==> src/hdl/wbfp_pkg.sv <==
// ----------------------------------------------------------------------------
// wbfp_pkg
// Shared types, constants and helpers of the beacon frame parser.
// ----------------------------------------------------------------------------
package wbfp_pkg;

  localparam int unsigned MAX_FRAME_BYTES = 4096;
  localparam int unsigned MIN_FRAME_BYTES = 40;
  localparam int unsigned FCS_BYTES       = 4;
  localparam int unsigned HDR_BYTES       = 36;
  localparam int unsigned VEND_BYTES      = 21;
  localparam int unsigned MAGIC_BYTES     = 8;
  localparam int unsigned NUM_WORDS       = 9;
  localparam logic [7:0]  VENDOR_ID       = 8'd221;
  localparam logic [31:0] CRC_POLY        = 32'hEDB88320;
  localparam int unsigned PADDR_W         = 4;

  localparam logic [PADDR_W-1:0] ADDR_MAGIC = '0;

  localparam logic [1:0] KIND_DATA = 2'd0;
  localparam logic [1:0] KIND_END  = 2'd1;
  localparam logic [1:0] KIND_SUM  = 2'd2;

  typedef enum logic [1:0] {
    PH_ID,
    PH_LEN,
    PH_DATA
  } wbfp_phase_t;

  typedef struct packed {
    logic [1:0] kind;
    logic [7:0] id;
    logic [7:0] val;
  } wbfp_walk_t;

  typedef struct packed {
    logic [1:0]                 nwalk;
    logic                       has_sum;
    wbfp_walk_t [1:0]           walk;
    logic [NUM_WORDS-1:0][63:0] words;
  } wbfp_bundle_t;

  function automatic logic [31:0] crc_step(input logic [31:0] crc, input logic [7:0] b);
    logic [31:0] c;
    c = crc ^ {24'd0, b};
    for (int i = 0; i < 8; i++) begin
      c = c[0] ? ((c >> 1) ^ CRC_POLY) : (c >> 1);
    end
    return c;
  endfunction

endpackage

==> src/hdl/wbfp_in_if.sv <==
// ----------------------------------------------------------------------------
// wbfp_in_if
// Frame byte channel: one byte and its end flag per beat.
// ----------------------------------------------------------------------------
interface wbfp_in_if;
  logic       valid;
  logic       ready;
  logic [7:0] data_byte;
  logic       end_of_frame;

  modport source (output valid, output data_byte, output end_of_frame, input ready);
  modport sink (input valid, input data_byte, input end_of_frame, output ready);
endinterface

==> src/hdl/wbfp_out_if.sv <==
// ----------------------------------------------------------------------------
// wbfp_out_if
// Result channel: element bytes, element end markers and summary words.
// ----------------------------------------------------------------------------
interface wbfp_out_if;
  logic        valid;
  logic        ready;
  logic [1:0]  kind;
  logic [3:0]  word_index;
  logic [7:0]  element_id;
  logic [63:0] value;
  logic        last;

  modport source (output valid, output kind, output word_index, output element_id,
                  output value, output last, input ready);
  modport sink (input valid, input kind, input word_index, input element_id,
                input value, input last, output ready);
endinterface

==> src/hdl/wifi_beacon_frame_parser.sv <==
// ----------------------------------------------------------------------------
// wifi_beacon_frame_parser
// 802.11 beacon parser: one frame byte per beat in, element bytes, element
// end markers and nine summary words per frame out.
// Results are registered; a byte's first shows in the cycle after its beat.
// One byte per cycle while a byte gives at most one result and the sink is
// ready; a byte with more results holds the input while the result register
// sends them one per ready cycle. Synchronous reset clears frame state.
// ----------------------------------------------------------------------------
module wifi_beacon_frame_parser import wbfp_pkg::*; (
  input  logic               clk,
  input  logic               rst,
  wbfp_in_if.sink            in_ch,
  wbfp_out_if.source         out_ch,
  input  logic               psel,
  input  logic               penable,
  input  logic               pwrite,
  input  logic [PADDR_W-1:0] paddr,
  input  logic [63:0]        pwdata,
  output logic [63:0]        prdata,
  output logic               pready
);

  logic [63:0]  magic_word;
  logic         accept;
  logic         load;
  logic         free;
  wbfp_bundle_t bundle;

  assign pready       = 1'b1;
  assign prdata       = (paddr[PADDR_W-1] == ADDR_MAGIC[PADDR_W-1]) ? magic_word : 64'd0;
  assign in_ch.ready  = free;
  assign accept       = in_ch.valid && free;

  always_ff @(posedge clk) begin
    if (rst) begin
      magic_word <= '0;
    end else if (psel && penable && pwrite && paddr[PADDR_W-1] == ADDR_MAGIC[PADDR_W-1]) begin
      magic_word <= pwdata;
    end
  end

  wbfp_core u_core (
    .clk          (clk),
    .rst          (rst),
    .accept       (accept),
    .data_byte    (in_ch.data_byte),
    .end_of_frame (in_ch.end_of_frame),
    .magic_word   (magic_word),
    .load         (load),
    .bundle       (bundle)
  );

  wbfp_out u_out (
    .clk    (clk),
    .rst    (rst),
    .load   (load),
    .bundle (bundle),
    .free   (free),
    .o      (out_ch)
  );

endmodule

==> src/hdl/wbfp_core.sv <==
// ----------------------------------------------------------------------------
// wbfp_core
// Per-byte frame state: FCS delay, CRC, header store, element walk, vendor
// capture; builds the result bundle of each accepted byte.
// ----------------------------------------------------------------------------
module wbfp_core import wbfp_pkg::*; (
  input  logic         clk,
  input  logic         rst,
  input  logic         accept,
  input  logic [7:0]   data_byte,
  input  logic         end_of_frame,
  input  logic [63:0]  magic_word,
  output logic         load,
  output wbfp_bundle_t bundle
);

  logic [7:0]  fcs_delay [FCS_BYTES];
  logic [15:0] byte_count;
  logic [31:0] crc_accum;
  logic [7:0]  header_store [HDR_BYTES];
  wbfp_phase_t walk_phase;
  logic [7:0]  cur_element_id;
  logic [7:0]  bytes_left;
  logic [7:0]  pos_in_element;
  logic [7:0]  vendor_shadow [VEND_BYTES];
  logic [7:0]  vendor_committed [VEND_BYTES];
  logic        vendor_seen;

  logic [7:0]  fcs_next [FCS_BYTES];
  logic [15:0] byte_count_next;
  logic [31:0] crc_next;
  logic [7:0]  hdr_next [HDR_BYTES];
  wbfp_phase_t phase_next;
  logic [7:0]  id_next;
  logic [7:0]  left_next;
  logic [7:0]  pos_next;
  logic [7:0]  shadow_next [VEND_BYTES];
  logic [7:0]  comm_next [VEND_BYTES];
  logic        seen_next;

  logic        body_en;
  logic [7:0]  body;
  logic [15:0] k;
  logic        done;
  logic [7:0]  left_dec;
  logic [7:0]  pos_inc;

  logic [15:0] fc;
  logic [31:0] fcs_word;
  logic        fcs_ok;
  logic        mgmt;
  logic        beacon;
  logic        walk_ok;
  logic [63:0] magic;
  logic        zero_hit;
  logic        is_short;

  always_comb begin
    body     = fcs_delay[0];
    body_en  = (byte_count >= 16'(FCS_BYTES));
    k        = byte_count - 16'(FCS_BYTES);
    left_dec = bytes_left - 8'd1;
    pos_inc  = pos_in_element + 8'd1;
    done     = 1'b0;

    fcs_next[0] = fcs_delay[1];
    fcs_next[1] = fcs_delay[2];
    fcs_next[2] = fcs_delay[3];
    fcs_next[3] = data_byte;
    byte_count_next = (byte_count < 16'(MAX_FRAME_BYTES)) ? byte_count + 16'd1 : byte_count;
    crc_next   = body_en ? crc_step(crc_accum, body) : crc_accum;
    hdr_next   = header_store;
    shadow_next = vendor_shadow;
    comm_next  = vendor_committed;
    seen_next  = vendor_seen;
    phase_next = walk_phase;
    id_next    = cur_element_id;
    left_next  = bytes_left;
    pos_next   = pos_in_element;

    bundle.nwalk   = 2'd0;
    bundle.has_sum = end_of_frame;
    bundle.walk    = '0;

    if (body_en) begin
      if (k < 16'(HDR_BYTES)) begin
        hdr_next[k[5:0]] = body;
      end else begin
        case (walk_phase)
          PH_ID: begin
            id_next    = body;
            phase_next = PH_LEN;
          end
          PH_LEN: begin
            left_next = body;
            pos_next  = 8'd0;
            if (body == 8'd0) begin
              phase_next          = PH_ID;
              bundle.nwalk        = 2'd1;
              bundle.walk[0].kind = KIND_END;
              bundle.walk[0].id   = cur_element_id;
              bundle.walk[0].val  = 8'd0;
            end else begin
              phase_next = PH_DATA;
            end
          end
          PH_DATA: begin
            if (pos_in_element < 8'(VEND_BYTES)) begin
              shadow_next[pos_in_element[4:0]] = body;
            end
            bundle.nwalk        = 2'd1;
            bundle.walk[0].kind = KIND_DATA;
            bundle.walk[0].id   = cur_element_id;
            bundle.walk[0].val  = body;
            pos_next  = pos_inc;
            left_next = left_dec;
            if (left_dec == 8'd0) begin
              done                = 1'b1;
              phase_next          = PH_ID;
              bundle.nwalk        = 2'd2;
              bundle.walk[1].kind = KIND_END;
              bundle.walk[1].id   = cur_element_id;
              bundle.walk[1].val  = pos_inc;
            end
          end
          default: begin
            phase_next = PH_ID;
          end
        endcase
      end
    end

    if (done && cur_element_id == VENDOR_ID && pos_inc >= 8'(VEND_BYTES)) begin
      comm_next = shadow_next;
      seen_next = 1'b1;
    end

    fc       = {hdr_next[1], hdr_next[0]};
    fcs_word = {fcs_next[3], fcs_next[2], fcs_next[1], fcs_next[0]};
    fcs_ok   = (~crc_next == fcs_word);
    mgmt     = (fc[3:2] == 2'd0);
    beacon   = mgmt && (fc[7:4] == 4'd8);
    walk_ok  = beacon && (phase_next == PH_ID);
    is_short = (byte_count_next < 16'(MIN_FRAME_BYTES));
    magic    = '0;
    zero_hit = 1'b0;
    for (int i = 0; i < MAGIC_BYTES; i++) begin
      if (comm_next[4 + i] == 8'd0) begin
        zero_hit = 1'b1;
      end
      if (!zero_hit) begin
        magic[8*i +: 8] = comm_next[4 + i];
      end
    end

    bundle.words = '0;
    if (is_short) begin
      bundle.words[0] = 64'd1;
    end else begin
      bundle.words[0] = {32'd0, hdr_next[35], hdr_next[34], 9'd0,
                         seen_next && (magic == magic_word), seen_next, walk_ok,
                         beacon, mgmt, fcs_ok, 1'b0};
      bundle.words[1] = {hdr_next[33], hdr_next[32], hdr_next[23], hdr_next[22],
                         hdr_next[3], hdr_next[2], fc};
      bundle.words[2] = {16'd0, hdr_next[9], hdr_next[8], hdr_next[7], hdr_next[6],
                         hdr_next[5], hdr_next[4]};
      bundle.words[3] = {16'd0, hdr_next[15], hdr_next[14], hdr_next[13], hdr_next[12],
                         hdr_next[11], hdr_next[10]};
      bundle.words[4] = {16'd0, hdr_next[21], hdr_next[20], hdr_next[19], hdr_next[18],
                         hdr_next[17], hdr_next[16]};
      bundle.words[5] = {hdr_next[31], hdr_next[30], hdr_next[29], hdr_next[28],
                         hdr_next[27], hdr_next[26], hdr_next[25], hdr_next[24]};
      bundle.words[6] = {8'd0, comm_next[13], comm_next[14], comm_next[12],
                         comm_next[3], comm_next[2], comm_next[1], comm_next[0]};
      bundle.words[7] = {16'd0, comm_next[17], comm_next[18], comm_next[19],
                         comm_next[20], comm_next[15], comm_next[16]};
      bundle.words[8] = magic;
    end
  end

  assign load = accept && ((bundle.nwalk != 2'd0) || end_of_frame);

  always_ff @(posedge clk) begin
    if (rst) begin
      for (int i = 0; i < FCS_BYTES; i++) fcs_delay[i] <= 8'd0;
      for (int i = 0; i < VEND_BYTES; i++) vendor_committed[i] <= 8'd0;
      byte_count     <= '0;
      crc_accum      <= '1;
      walk_phase     <= PH_ID;
      cur_element_id <= '0;
      bytes_left     <= '0;
      pos_in_element <= '0;
      vendor_seen    <= 1'b0;
    end else if (accept) begin
      if (end_of_frame) begin
        for (int i = 0; i < FCS_BYTES; i++) fcs_delay[i] <= 8'd0;
        for (int i = 0; i < VEND_BYTES; i++) vendor_committed[i] <= 8'd0;
        byte_count     <= '0;
        crc_accum      <= '1;
        walk_phase     <= PH_ID;
        cur_element_id <= '0;
        bytes_left     <= '0;
        pos_in_element <= '0;
        vendor_seen    <= 1'b0;
      end else begin
        fcs_delay        <= fcs_next;
        vendor_committed <= comm_next;
        byte_count       <= byte_count_next;
        crc_accum        <= crc_next;
        walk_phase       <= phase_next;
        cur_element_id   <= id_next;
        bytes_left       <= left_next;
        pos_in_element   <= pos_next;
        vendor_seen      <= seen_next;
      end
    end
  end

  always_ff @(posedge clk) begin
    if (accept) begin
      header_store  <= hdr_next;
      vendor_shadow <= shadow_next;
    end
  end

endmodule

==> src/hdl/wbfp_out.sv <==
// ----------------------------------------------------------------------------
// wbfp_out
// Result register: holds one bundle and sends its results one beat each.
// ----------------------------------------------------------------------------
module wbfp_out import wbfp_pkg::*; (
  input  logic         clk,
  input  logic         rst,
  input  logic         load,
  input  wbfp_bundle_t bundle,
  output logic         free,
  wbfp_out_if.source   o
);

  wbfp_bundle_t held;
  logic         busy;
  logic [3:0]   pos;
  logic [3:0]   total;
  logic [3:0]   widx;
  logic         is_last;

  always_comb begin
    total   = {2'd0, held.nwalk} + (held.has_sum ? 4'(NUM_WORDS) : 4'd0);
    widx    = pos - {2'd0, held.nwalk};
    is_last = (pos == total - 4'd1);
    free    = !busy || (o.ready && is_last);

    o.valid = busy;
    o.last  = is_last;
    if (pos < {2'd0, held.nwalk}) begin
      o.kind       = held.walk[pos[0]].kind;
      o.word_index = 4'd0;
      o.element_id = held.walk[pos[0]].id;
      o.value      = {56'd0, held.walk[pos[0]].val};
    end else begin
      o.kind       = KIND_SUM;
      o.word_index = widx;
      o.element_id = 8'd0;
      o.value      = (widx < 4'(NUM_WORDS)) ? held.words[widx] : 64'd0;
    end
  end

  always_ff @(posedge clk) begin
    if (rst) begin
      busy <= 1'b0;
      pos  <= '0;
    end else if (load) begin
      busy <= 1'b1;
      pos  <= '0;
    end else if (busy && o.ready) begin
      if (is_last) begin
        busy <= 1'b0;
      end else begin
        pos <= pos + 4'd1;
      end
    end
  end

  always_ff @(posedge clk) begin
    if (load) begin
      held <= bundle;
    end
  end

  a_pos_range: assert property (@(posedge clk) disable iff (rst) busy |-> (pos < total))
    else $error("result position beyond bundle");
  a_load_free: assert property (@(posedge clk) disable iff (rst)
    load |-> (!busy || (o.ready && is_last)))
    else $error("bundle loaded over pending results");
  a_advance: assert property (@(posedge clk) disable iff (rst)
    (busy && o.ready && !is_last) |=> (busy && pos == $past(pos) + 4'd1))
    else $error("result sequence did not advance");
  a_nonempty: assert property (@(posedge clk) disable iff (rst)
    load |-> (bundle.nwalk != 2'd0 || bundle.has_sum))
    else $error("empty bundle loaded");

endmodule

==> src/flat_wrapper.sv <==
// flat-port wrapper written by rule: the top's interface ports become plain ports
module wifi_beacon_frame_parser_flat import wbfp_pkg::*;
  (clk, rst, psel, penable, pwrite, paddr, pwdata, prdata, pready, in_ch_valid, in_ch_data_byte, in_ch_end_of_frame, in_ch_ready, out_ch_valid, out_ch_kind, out_ch_word_index, out_ch_element_id, out_ch_value, out_ch_last, out_ch_ready);
  wbfp_in_if in_ch_i ();
  wbfp_out_if out_ch_i ();
  input  logic clk;
  input  logic rst;
  input  logic psel;
  input  logic penable;
  input  logic pwrite;
  input  logic [PADDR_W-1:0] paddr;
  input  logic [63:0] pwdata;
  output logic [63:0] prdata;
  output logic pready;
  input wire logic [$bits(in_ch_i.valid)-1:0] in_ch_valid;
  input wire logic [$bits(in_ch_i.data_byte)-1:0] in_ch_data_byte;
  input wire logic [$bits(in_ch_i.end_of_frame)-1:0] in_ch_end_of_frame;
  output wire logic [$bits(in_ch_i.ready)-1:0] in_ch_ready;
  output wire logic [$bits(out_ch_i.valid)-1:0] out_ch_valid;
  output wire logic [$bits(out_ch_i.kind)-1:0] out_ch_kind;
  output wire logic [$bits(out_ch_i.word_index)-1:0] out_ch_word_index;
  output wire logic [$bits(out_ch_i.element_id)-1:0] out_ch_element_id;
  output wire logic [$bits(out_ch_i.value)-1:0] out_ch_value;
  output wire logic [$bits(out_ch_i.last)-1:0] out_ch_last;
  input wire logic [$bits(out_ch_i.ready)-1:0] out_ch_ready;
  assign in_ch_i.valid = in_ch_valid;
  assign in_ch_i.data_byte = in_ch_data_byte;
  assign in_ch_i.end_of_frame = in_ch_end_of_frame;
  assign in_ch_ready = in_ch_i.ready;
  assign out_ch_valid = out_ch_i.valid;
  assign out_ch_kind = out_ch_i.kind;
  assign out_ch_word_index = out_ch_i.word_index;
  assign out_ch_element_id = out_ch_i.element_id;
  assign out_ch_value = out_ch_i.value;
  assign out_ch_last = out_ch_i.last;
  assign out_ch_i.ready = out_ch_ready;
  wifi_beacon_frame_parser u_core (.clk(clk), .rst(rst), .in_ch(in_ch_i), .out_ch(out_ch_i), .psel(psel), .penable(penable), .pwrite(pwrite), .paddr(paddr), .pwdata(pwdata), .prdata(prdata), .pready(pready));
endmodule
==> config.mk <==
export PLATFORM = sky130hd
export DESIGN_NAME = wifi_beacon_frame_parser_flat
export DESIGN_NICKNAME = d
export VERILOG_FILES = /design/src/hdl/wbfp_pkg.sv /design/src/hdl/wbfp_in_if.sv /design/src/hdl/wbfp_out_if.sv /design/src/hdl/wifi_beacon_frame_parser.sv /design/src/hdl/wbfp_core.sv /design/src/hdl/wbfp_out.sv /design/src/flat_wrapper.sv
export SDC_FILE = /design/constraint.sdc
export NUM_CORES = 2
export LEC_CHECK = 0
export BUFFER_PORTS_ARGS = -buffer_cell sky130_fd_sc_hd__buf_2
export CAP_MARGIN = 20
export CORE_MARGIN = 5
export CORE_UTILIZATION = 55
export DETAILED_ROUTE_END_ITERATION = 8
export PLACE_DENSITY = 0.71
export SYNTH_ARGS = -nofsm -noshare
export SYNTH_HDL_FRONTEND = slang
export SYNTH_SLANG_ARGS = --single-unit
==> constraint.sdc <==
create_clock -name clk -period 31.2 [get_ports clk]
set_input_delay 4.68 -clock clk [delete_from_list [all_inputs] [get_ports clk]]
set_output_delay 4.68 -clock clk [all_outputs]
set_load 0.03 [all_outputs]
# Yosys cells after proc, flatten, opt, wreduce, memory -nomap -nowiden

Index checks and enable logic that the tools add are counted.

Register bits after elaboration: 1,415
Input port bits: 84
Output and inout bits: 146
Logic and storage cells: 296

Add/subtract/negate cells: 8
Magnitude comparators: 14
Equal/unequal tests: 8
Muxes and demuxes: 90
Bitwise logic cells: 17
Reductions and logical operators: 44

Operator list:

| cell                                                 | count |
|---|---|
| two-way mux 168 bit                                  | 6 |
| two-way mux 288 bit                                  | 2 |
| two-way mux 32 bit                                   | 11 |
| bitwise mux 288 bit                                  | 1 |
| binary-select mux 64 bit (select 4 bit)              | 1 |
| two-way mux 64 bit                                   | 4 |
| bitwise mux 168 bit                                  | 1 |
| two-way mux 8 bit                                    | 21 |
| NOT 13 -> 14 bit                                     | 8 |
| zero test 8 bit                                      | 10 |
| == test 64 bit                                       | 1 |
| demux 8 bit (select 6 bit)                           | 1 |
| demux 8 bit (select 5 bit)                           | 1 |
| two-way mux 18 bit                                   | 2 |
| one-hot mux 18 bit (2 select lines)                  | 1 |
| two-way mux 17 bit                                   | 2 |
| == test 32 bit                                       | 1 |
| < comparator 16 x 6 -> 1 bit (second input constant) | 2 |
| two-way mux 16 bit                                   | 2 |
| NOT 32 bit                                           | 1 |
| one-hot mux 8 bit (2 select lines)                   | 2 |
| XOR 32 x 8 -> 32 bit                                 | 1 |
| two-way mux 1 bit                                    | 19 |
| two-way mux 2 bit                                    | 9 |
| 43 further kinds                                     | 71 |

# Logic depth before layout (Yosys ltp)

Word-level depth: 23
Depth in mapped cells: 20

# Hierarchy

From an unflattened synthesis, not the netlist that was laid out.

Cell total of the unflattened synthesis: 5,596
Area, all modules: 66,696.5 µm²

By module, submodules not included:

| module                   | times used | cells each | area an instance (µm²) | seq. area each (µm²) |
|---|---|---|---|---|
| wbfp_core                | 1          | 4,158      | 39,768.1               | 19,198.4 |
| wbfp_out                 | 1          | 1,086      | 23,565.1               | 18,567.8 |
| wifi_beacon_frame_parser | 1          | 352        | 3,363.2                | 1,281.2 |

# Worst setup path before layout

No wires, ideal clock.

Kind: input to register
Start: input out_ch_ready
End: register u_core.u_core.header_store[0] (netlist name) (enable)
Setup time: 0.996 ns
Arrival time: 18.000 ns
Setup slack: 12.205 ns
Stages: 6
Path buffers: 2
Path through: nand2_1 > nand2_1 > nand2_1 > clkinv_1 > clkbuf_1 > buf_1

Cells in the longest elaborated chain, start to end: 3

Ends and longest elaborated chain:

| what                    | line                           | source |
|---|---|---|
| from (decl)             | flat_wrapper.sv:25             | `input wire logic [$bits(out_ch_i.ready)-1:0] out_ch_ready;` |
| logical AND 1 bit       | wbfp_out.sv:25                 | `free = !busy \|\| (o.ready && is_last);` |
| logical OR 1 bit        | wbfp_out.sv:25                 |  |
| named net in_ch_ready   | flat_wrapper.sv:18             | `output wire logic [$bits(in_ch_i.ready)-1:0] in_ch_ready;` |
| logical AND 1 bit       | wifi_beacon_frame_parser.sv:33 | `assign accept = in_ch.valid && free;` |
| named net u_core.accept | wifi_beacon_frame_parser.sv:25 | `logic accept;` |
| to (signal assigned)    | wbfp_core.sv:221               | `header_store <= hdr_next;` |
| to (decl)               | wbfp_core.sv:20                | `logic [7:0] header_store [HDR_BYTES];` |

The timed path passes the listed nets, and every way through them passes these cells.
A chain may end at the register's enable or synchronous reset.

# Worst setup path after layout

Start: input paddr[3]
End: output prdata[17]

Cells in the longest elaborated chain, start to end: 1

Ends and longest elaborated chain:

| what               | line                           | source |
|---|---|---|
| from (decl)        | flat_wrapper.sv:11             | `input logic [PADDR_W-1:0] paddr;` |
| two-way mux 64 bit | wifi_beacon_frame_parser.sv:31 | `assign prdata = (paddr[PADDR_W-1] == ADDR_MAGIC[PADDR_W-1]) ? magic_word : 64'd0;` |
| to (decl)          | flat_wrapper.sv:13             | `output logic [63:0] prdata;` |

Every way passes these cells.

==> results.txt <==
TritonCTS built the clock tree. The post-CTS setup buffer count is 0. Dividing the synthesized area by the synthesized cell count gives 11.0 µm². The via count of the first global-routing pass is 42200. The share of async-settable or async-resettable flops after synthesis came out at 0%. The root buffer cell chosen for the clock tree is sky130_fd_sc_hd__clkbuf_16. The final period utilization is 33.7%. The top cell type's share of synthesized area came out at 47.7%. For this run, the register share of the synthesized area comes to 59.1%. The clock passes through at most 3 buffers. After detailed routing, the average wire length per cell comes to 25.4 µm. Synthesis handed over a netlist of 5452 instances. The die height is 341 µm.

The largest individual stage delay along the critical path comes from the cell sky130_fd_sc_hd__buf_2. The cell depth of the worst flop-to-flop path is 15. The first global-routing pass estimated 265 mm of wire. The worst setup path is captured at a primary output. The leakage component of the power came out at 23.3 nW. The required time reported for the critical path endpoint is 26.52 ns. For this run, the top clock speed supported by timing is 95.1 MHz. The total power divided by cell area is 56.9 nW/µm². The synthesized design contains 956 enable-type register cells. The I/O pin count came out at 230.

Data on the critical path arrives at its endpoint at 5.84 ns. The worst IR drop on VDD came out at 0.0000387 V. For the pin with the worst max-slew slack, the measured transition is 1.36 ns.

The time the worst path needs with I/O delays and setup is 10.52 ns. Cells with a size suffix above 1 make up 15.1% of the layout. The iteration-0 DRC count of the detailed router came out at 6135. The final-report hold violation count came out at 0. For this run, the leading register cell type out of synthesis is sky130_fd_sc_hd__edfxtp_1.

Summed over all instances, the cell type with the most area after synthesis is sky130_fd_sc_hd__edfxtp_1. The number of resized instances in the post-cts repair step is 0. The tightest min-delay check is of the register to register type. Setup repair after global routing left no endpoint under its margin. The detail route stage leaves a number of antenna-violating nets equal to 0. The initial antenna violation count came to 8. For the final routed database, the setup TNS stands at 0 ns.

The initial cell density of the core came out at 55.3%. The vias per cell is 6.38. The leftover overflow at the end of global routing is 0. Port buffering added 225 buffers.

The clock arrives with 0.0268 ns of skew. The final design utilization is 61.4%. Compared with the post-synthesis result, the final layout area differs by 10.9%.

The highest net fanout along the worst path came out at 66. The relative slew slack is 8.85%. The final max-slew violation count is 0.

The synthesis warning total came out at 0. The final number of setup-violating endpoints is 0. The detailed-route via count is 44600. The die boundary width came out at 341 µm.

The first-pass iteration count of the detailed router came out at 6. The count of standard-cell rows came out at 121. The post-synthesis cell area came out at 60200 µm².

The count of state elements after synthesis came out at 1300. The depth of the worst hold-timing path is 2. The synthesized netlist net count is 5558. The clock transition time at the flip-flop clock pins of the worst setup and hold paths came out at 0.06 ns. The sum of routed wire length over all layers is 177 mm. The most numerous cell type found on the critical path is sky130_fd_sc_hd__buf_2.

The number of antenna diodes is 0. The hold buffer count at cts is 0. The number of fillers in the final layout came out at 8655. The number of CTS-inserted buffers is 138. The routability congestion estimate is 0.909.

The number of unique standard cell types used by synthesis is 89. The post-DP HPWL came out at 106 mm. The area enclosed by the die boundary is 116000 µm². The overall routing resource usage is 29.7%. The signal on the critical path passes through buf_2 > nor2b_1 > buf_2. The run finished with clean final reports. After floorplanning, the core was sized to cover 109000 µm².

The largest net degree at the start of global routing is 185. The depth of the CTS H-tree came out at 4. The longest individual stage delay on the worst path came out at 0.77 ns. The worst setup path is launched from a primary input. The post-route DRC violation count is 0. Sorting the synthesized cells by area gives the leading types as sky130_fd_sc_hd__edfxtp_1 48%, sky130_fd_sc_hd__dfxtp_1 11%, sky130_fd_sc_hd__nand2_1 5.4%, sky130_fd_sc_hd__o21a_1 3.6%, sky130_fd_sc_hd__mux2_2 3.6%. Clock latency on the worst-skew pair, taken at its later pin, is 0.75 ns. Across the run, the number of max-cap violations was 0. By startpoint and endpoint, the worst setup path is classified as primary input to primary output. The net count of the finished layout is 5565. The count of clock tree sinks came out at 1300.
[worst paths after layout]
path	slack [ns]	end	from
worst max-delay path	20.68	prdata[17]	paddr[3]
worst min-delay path	0.47	u_core.u_core.vendor_committed[105]$_SDFFE_PP0P_	u_core.u_core.vendor_committed[105]$_SDFFE_PP0P_
worst max register to register	24.70	u_core.u_out.held[6]$_SDFFCE_PP0P_	u_core.u_core.bytes_left[0]$_SDFFE_PP0P_
worst min register to register	0.47	u_core.u_core.vendor_committed[105]$_SDFFE_PP0P_	u_core.u_core.vendor_committed[105]$_SDFFE_PP0P_
[state kept, by name (all words and copies together), names as in the netlist]
register	count
u_core.u_core.walk_phase	2
u_core.u_core.pos_in_element	8
u_core.u_core.header_store	288
u_core.u_core.vendor_shadow	168
u_core.u_core.body	8
u_core.u_out.o.valid	1
u_core.u_core.fcs_delay	24
u_core.u_core.bytes_left	8
u_core.magic_word	64
u_core.u_core.vendor_committed	168
u_core.u_core.cur_element_id	8
u_core.u_core.vendor_seen	1
u_core.u_out.held	500
u_core.u_out.pos	4
u_core.u_core.crc_accum	32
u_core.u_core.byte_count	16
[placed cells by master (no fill, tap or decap), drive strengths merged, types with 8 or more instances in the layout]
cell | Yosys | routed
a22oi | 146 | 146
nor3 | 37 | 37
nor2b | 88 | 88
nand3 | 52 | 52
clkinv | 2 | 38
nor4 | 42 | 42
xor2 | 60 | 60
inv | 48 | 55
nand4 | 27 | 27
buf | 64 | 310
dfxtp | 344 | 344
mux2 | 193 | 193
xnor2 | 96 | 96
a21o | 14 | 14
clkbuf | 380 | 207
nand3b | 36 | 36
a31oi | 25 | 25
or4 | 13 | 13
o21ai | 404 | 404
o32ai | 14 | 14
a21oi | 386 | 386
a211oi | 8 | 8
edfxtp | 956 | 956
mux4 | 71 | 71
and3 | 22 | 22
o21a | 291 | 291
and2 | 34 | 34
mux2i | 81 | 81
nand2 | 869 | 869
ha | 21 | 21
nor4b | 16 | 16
nor2 | 422 | 422
o211ai | 59 | 59
a221o | 24 | 24
or3 | 10 | 10
[stage by stage]
stage / total power, mW / hold slack [ns] / cell area (µm²) / setup WS (ns) / cells
finish: 3.80 / 0.473 / 66800 / 20.68 / 6988
global route: 3.92 / 0.497 / 66800 / 20.54 / 6988
CTS: 3.81 / 0.470 / 66700 / 20.69 / 6985
detailed placement: 2.23 / 0.460 / 62300 / 20.70 / 6730
global placement: 2.22 / 0.453 / 62300 / 20.79 / 6729
floorplan: 2.19 / 0.442 / 60200 / 12.20 / 5452
[synth_stat cells, drive strengths merged, types with 8 or more instances]
| library cell | number |
|---|---|
| a211oi | 8 |
| a21o | 14 |
| a21oi | 386 |
| a221o | 24 |
| a22oi | 146 |
| a31oi | 25 |
| and2 | 34 |
| and3 | 22 |
| buf | 64 |
| clkbuf | 380 |
| dfxtp | 344 |
| edfxtp | 956 |
| ha | 21 |
| inv | 48 |
| mux2 | 193 |
| mux2i | 81 |
| mux4 | 71 |
| nand2 | 869 |
| nand3 | 52 |
| nand3b | 36 |
| nand4 | 27 |
| nor2 | 422 |
| nor2b | 88 |
| nor3 | 37 |
| nor4 | 42 |
| nor4b | 16 |
| o211ai | 59 |
| o21a | 291 |
| o21ai | 404 |
| o32ai | 14 |
| or3 | 10 |
| or4 | 13 |
| xnor2 | 96 |
| xor2 | 60 |
[routing by layer]
| layer | track usage, % | routed length [µm] | vias to the layer above |
|---|---|---|---|
| met1 | 42.1 | 70700 | 21700 |
| met4 | 10.4 | 6800 | 6 |
| met2 | 44.4 | 77400 | 2664 |
| li1 | - | - | 19900 |
| met3 | 8.28 | 22500 | 374 |
| met5 | 0 | 41 | - |
[area by class of cell]
type	count	area, µm²	area share (%)
inverters	50	203	0.303
multi-input cells	3658	22900	34.3
clock buffers	206	4030	6.03
flip-flops and latches	1300	35600	53.3
well taps	1414	1770	2.65
clock inverters	49	393	0.588
repair buffers	311	1860	2.79
[worst max-delay path: cells and delay by family]
family | cells | cell delay [ns]
buf+inv | 2 | 1.00
simple gates | 1 | 0.12
[where the power goes]
part           leakage, nW  switching [mW]  internal, mW  total [mW]
combinational         9.01           0.166        0.0753       0.241
sequential            12.1          0.0241          1.93        1.96
clock                 2.17           0.676         0.928        1.60
[cells by family (layout without fill, tap and decap cells)]
group           count (synthesis)  count (layout)  share of synthesized area (%)
compound gates               1432            1432                           14.8
buf+inv                       494             616                           3.13
mux                           345             345                           7.65
fa+ha+maj                      22              22                          0.470
simple gates                 1702            1702                           12.5
xor+xnor                      156             156                           2.27
other cells                     1               1                        0.00623
flops                        1300            1300                           59.1
Power figures use the tool's default switching activity.
